===== config.mk =====
export PLATFORM = sky130hd
export DESIGN_NAME = ordered_list_move_engine_unit
export DESIGN_NICKNAME = d
export VERILOG_FILES = /design/src/olme_pkg.sv /design/src/ordered_list_move_engine_unit.sv /design/src/olme_ram.sv
export SDC_FILE = /design/constraint.sdc
export NUM_CORES = 1
export LEC_CHECK = 0
export ABC_AREA = 1
export BUFFER_PORTS_ARGS = -buffer_cell sky130_fd_sc_hd__buf_4
export CAP_MARGIN = 0
export CORE_MARGIN = 1
export CORE_UTILIZATION = 50
export DETAILED_ROUTE_END_ITERATION = 10
export PLACE_DENSITY = 0.67
export SYNTH_ARGS = -nofsm -noshare
export SYNTH_HDL_FRONTEND = slang
export SYNTH_SLANG_ARGS = --single-unit

===== constraint.sdc =====
create_clock -name clk -period 5.2 [get_ports clk]
set_input_delay 0.52 -clock clk [delete_from_list [all_inputs] [get_ports clk]]
set_output_delay 0.52 -clock clk [all_outputs]
set_load 0.05 [all_outputs]

===== src/olme_pkg.sv =====
package olme_pkg;

  // list geometry
  localparam int MAX_ENTRIES = 64;
  localparam int SLOTS       = MAX_ENTRIES + 2;
  localparam int ENTRY_W     = 7;
  localparam int OP_W        = 3;

  // configuration port
  localparam int CFG_DATA_W = 32;
  localparam int CFG_ADDR_W = 3;
  localparam logic [CFG_ADDR_W-3:0] REG_ENTRY_COUNT = '0;

  // operation codes
  localparam logic [OP_W-1:0] OP_INIT  = 3'd0;
  localparam logic [OP_W-1:0] OP_FRONT = 3'd1;
  localparam logic [OP_W-1:0] OP_BACK  = 3'd2;
  localparam logic [OP_W-1:0] OP_AFTER = 3'd3;
  localparam logic [OP_W-1:0] OP_READ  = 3'd4;

  typedef logic [ENTRY_W-1:0] entry_t;
  typedef logic [OP_W-1:0]    op_t;

  // write and read request toward one link memory
  typedef struct packed {
    logic   we;
    entry_t waddr;
    entry_t wdata;
    entry_t raddr;
  } link_req_t;

endpackage


===== src/ordered_list_move_engine_unit.sv =====
// busy: front or back moves step FETCH, UNLINK, WA, WB; move after anchor steps FETCH,
//   UNLINK, YREAD, AFTER, LINK; init and readout sweep all n entries; ignored commands
//   finish in the accept cycle; a new command is accepted only once busy falls, paced by
//   the single write port and the registered read of each link memory
// readout: one entry per cycle from a registered output, the receiver cannot stall
// reset (rst_n, synchronous): idle, n = 64, head 1, tail 64; links undefined until init
module ordered_list_move_engine_unit (
  input  logic                                 clk,
  input  logic                                 rst_n,
  // command channel
  input  logic                                 start,
  output logic                                 busy,
  input  olme_pkg::op_t                        in_operation,
  input  olme_pkg::entry_t                     in_item,
  input  olme_pkg::entry_t                     in_anchor,
  // result channel
  output logic                                 out_valid,
  output olme_pkg::entry_t                     out_entry,
  output logic                                 out_last,
  // configuration port
  input  logic                                 psel,
  input  logic                                 penable,
  input  logic                                 pwrite,
  input  logic [olme_pkg::CFG_ADDR_W-1:0]      paddr,
  input  logic [olme_pkg::CFG_DATA_W-1:0]      pwdata,
  output logic [olme_pkg::CFG_DATA_W-1:0]      prdata,
  output logic                                 pready
);
  import olme_pkg::*;

  // sequencer states
  localparam logic [3:0] S_IDLE   = 4'd0;
  localparam logic [3:0] S_FETCH  = 4'd1;  // read both links of the moved entry
  localparam logic [3:0] S_UNLINK = 4'd2;  // splice the entry out of the chain
  localparam logic [3:0] S_WA     = 4'd3;  // first relink write at front or back
  localparam logic [3:0] S_WB     = 4'd4;  // second relink write at front or back
  localparam logic [3:0] S_YREAD  = 4'd5;  // read the anchor's successor after the splice
  localparam logic [3:0] S_AFTER  = 4'd6;  // hook moved entry to that successor
  localparam logic [3:0] S_LINK   = 4'd7;  // hook anchor to moved entry
  localparam logic [3:0] S_INIT   = 4'd8;  // sweep writing the order 1..n
  localparam logic [3:0] S_READ   = 4'd9;  // walk from head, one entry per cycle

  logic [3:0] state_r, state_nxt;
  op_t        op_r, op_nxt;
  entry_t     x_r, x_nxt;
  entry_t     y_r, y_nxt;
  entry_t     cnt_r, cnt_nxt;
  logic       first_r, first_nxt;
  entry_t     head_r, head_nxt;
  entry_t     tail_r, tail_nxt;
  entry_t     count_r;

  logic       out_valid_r, out_valid_nxt;
  entry_t     out_entry_r, out_entry_nxt;
  logic       out_last_r, out_last_nxt;

  link_req_t  nx_req, pv_req;
  entry_t     nx_rdata, pv_rdata;

  entry_t     n_plus1;
  entry_t     n_minus1;
  entry_t     cur;
  entry_t     tail_mid;
  logic       accept;
  logic       x_ok, y_ok;
  logic       cfg_sel;
  logic       cfg_wr;
  entry_t     cfg_val;

  // -------------------------------------------------------------------------
  // configuration register: entry count, clamped into 1..MAX_ENTRIES
  // -------------------------------------------------------------------------
  assign pready  = 1'b1;
  assign cfg_sel = (paddr[CFG_ADDR_W-1:2] == REG_ENTRY_COUNT);
  assign cfg_wr  = psel && penable && pwrite && pready && cfg_sel;
  assign prdata  = cfg_sel ? {{(CFG_DATA_W-ENTRY_W){1'b0}}, count_r} : '0;

  always_comb begin
    cfg_val = pwdata[ENTRY_W-1:0];
    if (cfg_val == '0) begin
      cfg_val = ENTRY_W'(1);
    end else if (cfg_val > ENTRY_W'(MAX_ENTRIES)) begin
      cfg_val = ENTRY_W'(MAX_ENTRIES);
    end
  end

  always_ff @(posedge clk) begin
    if (!rst_n) begin
      count_r <= ENTRY_W'(MAX_ENTRIES);
    end else if (cfg_wr) begin
      count_r <= cfg_val;
    end
  end

  // -------------------------------------------------------------------------
  // link memories: successor and predecessor of each entry, with end markers
  // at slot 0 and slot n+1
  // -------------------------------------------------------------------------
  olme_ram #(
    .WIDTH (ENTRY_W),
    .DEPTH (SLOTS)
  ) u_next_ram (
    .clk   (clk),
    .we    (nx_req.we),
    .waddr (nx_req.waddr),
    .wdata (nx_req.wdata),
    .raddr (nx_req.raddr),
    .rdata (nx_rdata)
  );

  olme_ram #(
    .WIDTH (ENTRY_W),
    .DEPTH (SLOTS)
  ) u_prev_ram (
    .clk   (clk),
    .we    (pv_req.we),
    .waddr (pv_req.waddr),
    .wdata (pv_req.wdata),
    .raddr (pv_req.raddr),
    .rdata (pv_rdata)
  );

  // -------------------------------------------------------------------------
  // command decode
  // -------------------------------------------------------------------------
  assign busy     = (state_r != S_IDLE);
  assign accept   = start && !busy;
  assign n_plus1  = count_r + ENTRY_W'(1);
  assign n_minus1 = count_r - ENTRY_W'(1);
  assign x_ok     = (in_item != '0) && (in_item <= count_r);
  assign y_ok     = (in_anchor != '0) && (in_anchor <= count_r);

  // readout position: head on the first step, then the successor just read
  assign cur = first_r ? head_r : nx_rdata;

  // tail after the moved entry leaves it, before the anchor check
  assign tail_mid = (x_r == tail_r) ? pv_rdata : tail_r;

  // -------------------------------------------------------------------------
  // sequencer
  // -------------------------------------------------------------------------
  always_comb begin
    state_nxt     = state_r;
    op_nxt        = op_r;
    x_nxt         = x_r;
    y_nxt         = y_r;
    cnt_nxt       = cnt_r;
    first_nxt     = first_r;
    head_nxt      = head_r;
    tail_nxt      = tail_r;
    out_valid_nxt = 1'b0;
    out_entry_nxt = out_entry_r;
    out_last_nxt  = out_last_r;

    nx_req.we    = 1'b0;
    nx_req.waddr = x_r;
    nx_req.wdata = x_r;
    nx_req.raddr = x_r;
    pv_req.we    = 1'b0;
    pv_req.waddr = x_r;
    pv_req.wdata = x_r;
    pv_req.raddr = x_r;

    case (state_r)
      S_IDLE: begin
        if (accept) begin
          op_nxt = in_operation;
          x_nxt  = in_item;
          y_nxt  = in_anchor;
          case (in_operation)
            OP_INIT: begin
              cnt_nxt   = ENTRY_W'(1);
              head_nxt  = ENTRY_W'(1);
              tail_nxt  = count_r;
              state_nxt = S_INIT;
            end
            OP_FRONT: begin
              if (x_ok && (in_item != head_r)) begin
                state_nxt = S_FETCH;
              end
            end
            OP_BACK: begin
              if (x_ok && (in_item != tail_r)) begin
                state_nxt = S_FETCH;
              end
            end
            OP_AFTER: begin
              if (x_ok && y_ok && (in_item != in_anchor)) begin
                state_nxt = S_FETCH;
              end
            end
            OP_READ: begin
              cnt_nxt   = '0;
              first_nxt = 1'b1;
              state_nxt = S_READ;
            end
            default: begin
              state_nxt = S_IDLE;
            end
          endcase
        end
      end

      S_INIT: begin
        nx_req.we    = 1'b1;
        nx_req.waddr = cnt_r;
        nx_req.wdata = cnt_r + ENTRY_W'(1);
        pv_req.we    = 1'b1;
        pv_req.waddr = cnt_r;
        pv_req.wdata = cnt_r - ENTRY_W'(1);
        if (cnt_r == count_r) begin
          state_nxt = S_IDLE;
        end else begin
          cnt_nxt = cnt_r + ENTRY_W'(1);
        end
      end

      S_FETCH: begin
        nx_req.raddr = x_r;
        pv_req.raddr = x_r;
        state_nxt    = S_UNLINK;
      end

      S_UNLINK: begin
        // p = pv_rdata, q = nx_rdata: next[p] = q, prev[q] = p
        nx_req.we    = 1'b1;
        nx_req.waddr = pv_rdata;
        nx_req.wdata = nx_rdata;
        pv_req.we    = 1'b1;
        pv_req.waddr = nx_rdata;
        pv_req.wdata = pv_rdata;
        case (op_r)
          OP_FRONT: begin
            if (x_r == tail_r) begin
              tail_nxt = pv_rdata;
            end
            state_nxt = S_WA;
          end
          OP_BACK: begin
            if (x_r == head_r) begin
              head_nxt = nx_rdata;
            end
            state_nxt = S_WA;
          end
          default: begin
            // move after anchor; a tail that was the anchor hands over to the item
            if (x_r == head_r) begin
              head_nxt = nx_rdata;
            end
            tail_nxt  = (y_r == tail_mid) ? x_r : tail_mid;
            state_nxt = S_YREAD;
          end
        endcase
      end

      S_WA: begin
        if (op_r == OP_FRONT) begin
          nx_req.we    = 1'b1;
          nx_req.waddr = x_r;
          nx_req.wdata = head_r;
          pv_req.we    = 1'b1;
          pv_req.waddr = head_r;
          pv_req.wdata = x_r;
        end else begin
          nx_req.we    = 1'b1;
          nx_req.waddr = tail_r;
          nx_req.wdata = x_r;
          pv_req.we    = 1'b1;
          pv_req.waddr = x_r;
          pv_req.wdata = tail_r;
        end
        state_nxt = S_WB;
      end

      S_WB: begin
        if (op_r == OP_FRONT) begin
          pv_req.we    = 1'b1;
          pv_req.waddr = x_r;
          pv_req.wdata = '0;
          head_nxt     = x_r;
        end else begin
          nx_req.we    = 1'b1;
          nx_req.waddr = x_r;
          nx_req.wdata = n_plus1;
          tail_nxt     = x_r;
        end
        state_nxt = S_IDLE;
      end

      S_YREAD: begin
        nx_req.raddr = y_r;
        state_nxt    = S_AFTER;
      end

      S_AFTER: begin
        // nx_rdata is the anchor's successor once the item is spliced out
        nx_req.we    = 1'b1;
        nx_req.waddr = x_r;
        nx_req.wdata = nx_rdata;
        pv_req.we    = 1'b1;
        pv_req.waddr = nx_rdata;
        pv_req.wdata = x_r;
        state_nxt    = S_LINK;
      end

      S_LINK: begin
        nx_req.we    = 1'b1;
        nx_req.waddr = y_r;
        nx_req.wdata = x_r;
        pv_req.we    = 1'b1;
        pv_req.waddr = x_r;
        pv_req.wdata = y_r;
        state_nxt    = S_IDLE;
      end

      S_READ: begin
        // read the successor of the current entry while it goes out
        nx_req.raddr  = cur;
        first_nxt     = 1'b0;
        out_valid_nxt = 1'b1;
        out_entry_nxt = cur;
        out_last_nxt  = (cnt_r == n_minus1);
        if (cnt_r == n_minus1) begin
          state_nxt = S_IDLE;
        end else begin
          cnt_nxt = cnt_r + ENTRY_W'(1);
        end
      end

      default: begin
        state_nxt = S_IDLE;
      end
    endcase
  end

  always_ff @(posedge clk) begin
    if (!rst_n) begin
      state_r     <= S_IDLE;
      head_r      <= ENTRY_W'(1);
      tail_r      <= ENTRY_W'(MAX_ENTRIES);
      out_valid_r <= 1'b0;
      first_r     <= 1'b0;
      cnt_r       <= '0;
    end else begin
      state_r     <= state_nxt;
      head_r      <= head_nxt;
      tail_r      <= tail_nxt;
      out_valid_r <= out_valid_nxt;
      first_r     <= first_nxt;
      cnt_r       <= cnt_nxt;
    end
  end

  // command payload and result payload
  always_ff @(posedge clk) begin
    op_r        <= op_nxt;
    x_r         <= x_nxt;
    y_r         <= y_nxt;
    out_entry_r <= out_entry_nxt;
    out_last_r  <= out_last_nxt;
  end

  // each result transfer lasts exactly one cycle
  assign out_valid = out_valid_r;
  assign out_entry = out_entry_r;
  assign out_last  = out_last_r;

endmodule


===== src/olme_ram.sv =====
module olme_ram #(
  parameter int WIDTH = 8,
  parameter int DEPTH = 64,
  parameter int AW    = $clog2(DEPTH)
) (
  input  logic             clk,
  input  logic             we,
  input  logic [AW-1:0]    waddr,
  input  logic [WIDTH-1:0] wdata,
  input  logic [AW-1:0]    raddr,
  output logic [WIDTH-1:0] rdata
);

  logic [WIDTH-1:0] mem [DEPTH];
  logic [WIDTH-1:0] rdata_r;

  // read returns the old contents on a same-address write
  always_ff @(posedge clk) begin
    if (we) begin
      mem[waddr] <= wdata;
    end
    rdata_r <= mem[raddr];
  end

  assign rdata = rdata_r;

endmodule


# Word-level counts from Yosys, hierarchy flattened
# Memories as Yosys holds them, arrays and structs flattened. A register that Yosys moved wholly into a read port is not among the register bits.
# Cells that the tools add are included.
[word_totals]
regBits = 59
mem_bits_rw = 924
inputBits = 58
output_inout_bits = 43
word_cells = 134
n_memories = 2
[op_classes]
n_addsub = 4
magnitude_cmp = 3
n_eq_ne = 39
muxes = 46
bitwise = 1
n_reduce_logical = 27
[memory_table]
columns = ["memory", "words", "word_bits", "rd", "rd_ports_with_merged_regs", "write_ports", "line", "rtl"]
rows = [
  ["u_next_ram.mem", 66, 7, 1, 1, 1, "olme_ram.sv:14", "logic [WIDTH-1:0] mem [DEPTH];"],
  ["u_prev_ram.mem", 66, 7, 1, 1, 1, "olme_ram.sv:14", ""],
]
[op_table]
columns = ["operator", "count"]
rows = [
  ["15-bit case mux with 6 select lines", 2],
  ["7-bit two-way mux", 17],
  ["7-bit case mux with 3 select lines", 3],
  ["7-bit case mux with 2 select lines", 3],
  ["7-bit equality test", 5],
  ["4-bit case mux with 8 select lines", 1],
  ["15-bit two-way mux", 2],
  ["14-bit two-way mux", 2],
  ["4-bit two-way mux", 6],
  ["7-bit inequality test", 3],
  ["2-bit inequality test (second input constant)", 10],
  ["4-bit case mux with 5 select lines", 1],
  ["4-bit by 3-bit equality test with 1-bit output (second input constant)", 4],
  ["7-bit by 1-bit adder with 7-bit output (second input constant)", 2],
  ["7-bit <= comparator", 2],
  ["7-bit nonzero test", 2],
  ["7-bit by 1-bit subtractor with 7-bit output (second input constant)", 2],
  ["6-bit AND reduction", 2],
  ["1-bit logical AND", 10],
  ["5-bit AND reduction", 2],
  ["3-bit by 2-bit equality test with 1-bit output (second input constant)", 3],
  ["3-bit inequality test (second input constant)", 3],
  ["4-bit by 2-bit equality test with 1-bit output (second input constant)", 2],
  ["4-bit equality test (second input constant)", 2],
  ["other kinds (20)", 29],
]

# Logic depth before layout (Yosys ltp)
[logic_depth]
word_depth = 8
mapped_depth = 20
ltp_nobuf = 19

# Cells and area by module
# From an unflattened synthesis, not the netlist that was laid out.
[hier_totals]
hier_cells = 4164
hier_area_um2 = 44297.5
[modules_own_cells]
columns = ["module", "n_inst", "cells_each", "area_each_um2", "seq_area_each_um2"]
rows = [
  ["olme_ram", 2, 1662, 19299.8, 14013.4],
  ["ordered_list_move_engine_unit", 1, 840, 5698.0, 1431.4],
]

# Worst setup path after synthesis
# OpenSTA, ideal clock, no wires.
[synth_timing]
path_kind = "register to register"
startpoint = "register state_r[1]"
endpoint = "memory u_next_ram.mem[0][2] (netlist bit) (data pin)"
setup_time_ps = 717
t_arrival_ps = 3700
required_time_ps = 4483
setup_slack_ps = 783
path_stages_with_launch = 10
n_path_buf = 1
synth_period_minus_slack_ps = 4417
cell_sequence = "dfxtp_1 nor2_1 inv_2 nor2_2 inv_2 o21ai_2 nor2_4 inv_2 buf_6 o21ai_0"
[synth_lines]
columns = ["element", "line", "rtl"]
rows = [
  ["start, declared", "ordered_list_move_engine_unit.sv:43", "logic [3:0] state_r, state_nxt;"],
  ["start signal, assigned", "ordered_list_move_engine_unit.sv:345", "state_r <= state_nxt;"],
  ["end, declared", "olme_ram.sv:14", ""],
]

# Worst setup path after layout
[layout_timing]
startpoint = "register state_r[3]"
endpoint = "memory u_next_ram.mem[11][4] (netlist bit) (enable)"
[layout_between]
elab_chain_len = 4
elab_cells_between_ends = 9
cone_classes = "eq/ne (6); mux (3)"
[layout_rtl]
columns = ["element", "line", "rtl"]
rows = [
  ["4-bit by 3-bit equality test with 1-bit output (tied with other cells)", "ordered_list_move_engine_unit.sv:164", "case (state_r)"],
  ["15-bit case mux with 6 select lines *", "ordered_list_move_engine_unit.sv:164", ""],
  ["1-bit two-way mux", "olme_ram.sv:19", "if (we) begin"],
  ["1-bit two-way mux (implied by the code)", "olme_ram.sv:20", "mem[waddr] <= wdata;"],
]
# Mark *: on every way between the ends. The rest lies on a longest branch, timed or not.

==> reports/summary.txt <==
top-count cell post-synth = edfxtp_1
CTS sink count = 997
slowest CP cell = nor2_1
crit end category = register
# setup viols final = 0
WS Path Type = register to register
CP Launch Type = register
Synth area leader = edfxtp_1
Hold Vio Cnt, Final = 0
Worst Path Required = 5.49 ns
Clock Latency Late Sink = 0.69 ns
TritonCTS buffer count = 101
initial antenna violation count = 1
Comb power frac = 30.7%
cell area after synthesis = 0.0445 mm^2
CP max FO = 14
final period demand of the worst path = 4.52 ns
initial drt markers = 3302
post-CTS setup buffers = 0
RSZ-0062 raised after global routing = false
CORE AREA = 0.0884 mm^2
GR Util met2 = 41.0%
hold-fix buffers at CTS = 2
Max H-tree Level = 3
Synth async-reset ratio = 0%
Die X = 300 um
dpl ws = 0.826 ns
fin nets = 4230
synth unique cells = 55
sequential area share after synthesis = 66.1%
worst-margin pin slew = 1.08 ns
Synth warnings = 0
TritonCTS clock tree = done
average wire per standard cell = 21.4 um
main area contributors after synthesis = edfxtp_1 64%, nand3_1 6.3%, nand2_1 5.6%
Initial Util = 50.4%
worst rel slew slack = 28.3%
Tcrit/Tclk final = 86.8%
via density per instance = 5.75
CP cell instances = nand2_1, nor2_2, inv_2, o21ai_2, nor2_4, inv_2, nor2_1, inv_1, nand2_1, a211oi_1, nand2_1, nor2_1
Peak VDD IR = 459 uV
Die ar. = 0.0903 mm^2
post-cts resize count = 0
TritonRoute pass-1 iters = 6
Syn Area/Cell = 10.7 um^2
leakage power = 18.1 nW
switch share = 36.5%
DRC Markers = 0
Pint = 16.9 mW
number of global-route vias before repair = 29200
power per cell area = 538 mW/mm^2
fill cell count = 7364
hold_ws = 0.0560 ns
busiest layer in global routing = met2
I/O Buffers = 47
clk slew on worst S/H paths = 0.06 ns
drt total wl = 116 mm
met1 usage = 35.6%
Mapped Cells = 4181
Psw = 9.70 mW
GR met3 Demand/Resource = 3.85%
HPWL Detailed = 69.0 mm
Vias = 31100
ant diodes = 0
FP Rows = 109
Bufs on Longest Clock Path = 3
Top Ports = 101
die height = 300 um
TNS Setup = 0 ns
largest net degree at the start of global routing = 157
Clock Tree Root = clkbuf_16
routability cong. = 0.977
layout overhead on the synthesized area = 10.8%
Yosys top cell area share = 64.0%
status = completed
global route overflow = 0
Antenna Violating Nets Remaining = 0
Clock power frac = 27.6%
first-pass GRT wire length = 175 mm
Post-synth EDFFs = 949
WP data arrival = 4.81 ns
highest cell delay on the worst timing path = 0.73 ns
total power = 26.6 mW
GRT Resource Usage Total = 25.6%
fraction of layout cells with a size suffix above 1 = 7.67%
Max-cap violations = 0
Min-Delay Path Class = input port to register
sequential share of power = 41.7%
Slew Viols, Final = 0
Synth Flop Type = edfxtp_1
synth cell count leaders = 949 x edfxtp_1, 667 x nand2_1, 559 x nand3_1
setup ws final = 0.685 ns
Yosys reg bits = 997
FMAX = 221 MHz
skew final = 0.0374 ns
Worst path most repeated cell = nand2_1
[metal layers]
layer,vias to the layer above,routed length (um)
met4,0,3710
met1,15000,47700
met3,227,9480
met5,-,0
met2,1379,54800
li1,14500,-
[cell families after synthesis]
logic type	synth area share, %
AND/OR/NAND/NOR	18.6
flip-flops	66.1
buffers and inverters	6.41
AO/OA/AOI/OAI	7.58
XOR/XNOR	0.728
adder cells (fa/ha/maj)	0.506
other	0.0169
[registers in the layout, indices dropped and copies added (netlist names)]
signal            flops
first_r               1
head_r                7
y_r                   7
out_last              1
out_entry             7
count_r               7
out_valid             1
u_next_ram.mem      462
u_next_ram.rdata      7
tail_r                7
u_prev_ram.mem      462
cnt_r                 7
op_r                  3
state_r               4
u_prev_ram.rdata      7
x_r                   7
[cells in the final DEF, fill, tap and decap left out, types with 59 or more instances in the layout]
master,instances
o221ai_1,98
a21oi_1,59
buf_4,96
nand3b_1,78
inv_1,417
nor2_1,489
o21ai_0,285
clkbuf_16,103
nand3_1,556
nand2_1,667
edfxtp_1,949
[final timing paths]
check | slack [ns] | from | end | cells after the start
max | 0.68 | state_r[3] | u_next_ram.mem[11][4] | 12
min | 0.06 | in_anchor[0] | y_r[0] | 1
max reg2reg | 0.68 | state_r[3] | u_next_ram.mem[11][4] | 12
min reg2reg | 0.50 | u_next_ram.mem[65][3] | u_next_ram.rdata[3] | 2
[layout make-up]
class                      count  area [um^2]  share of cell area (%)
clock buffer                 129         2710                    5.48
clock inverter                59          667                    1.35
inverter                     438         1660                    3.36
multi-input combinational   2512        12600                    25.4
sequential                   997        29500                    59.7
tap                         1165         1460                    2.95
timing repair buffer         104          861                    1.74
[power by group through the flow]
stage	sequential [mW]	combinational (mW)	clock (mW)
after floorplan	11.3	4.92	0
after global placement	11.2	8.00	0
after detailed placement	11.2	8.09	0
after CTS	11.1	8.11	7.41
after global routing	11.1	8.83	7.72
final	11.1	8.17	7.33
[through the flow]
step	cell area [um^2]	std cells	utilization, %
final	49400	5404	55.9
after global routing	49400	5404	55.9
after CTS	49400	5404	55.9
after detailed placement	46000	5214	52.0
after global placement	46000	5214	52.0
after floorplan	44600	4205	-
[worst max-delay path: cells and delay by family (launching register included)]
kind	cells	cell delay [ns]
and+or+nand+nor	7	2.28
buffers and inverters	3	0.79
AOI/OAI and AO/OA	2	0.57
DFF	1	0.44
Note: power is estimated with default switching activity, not from simulation.
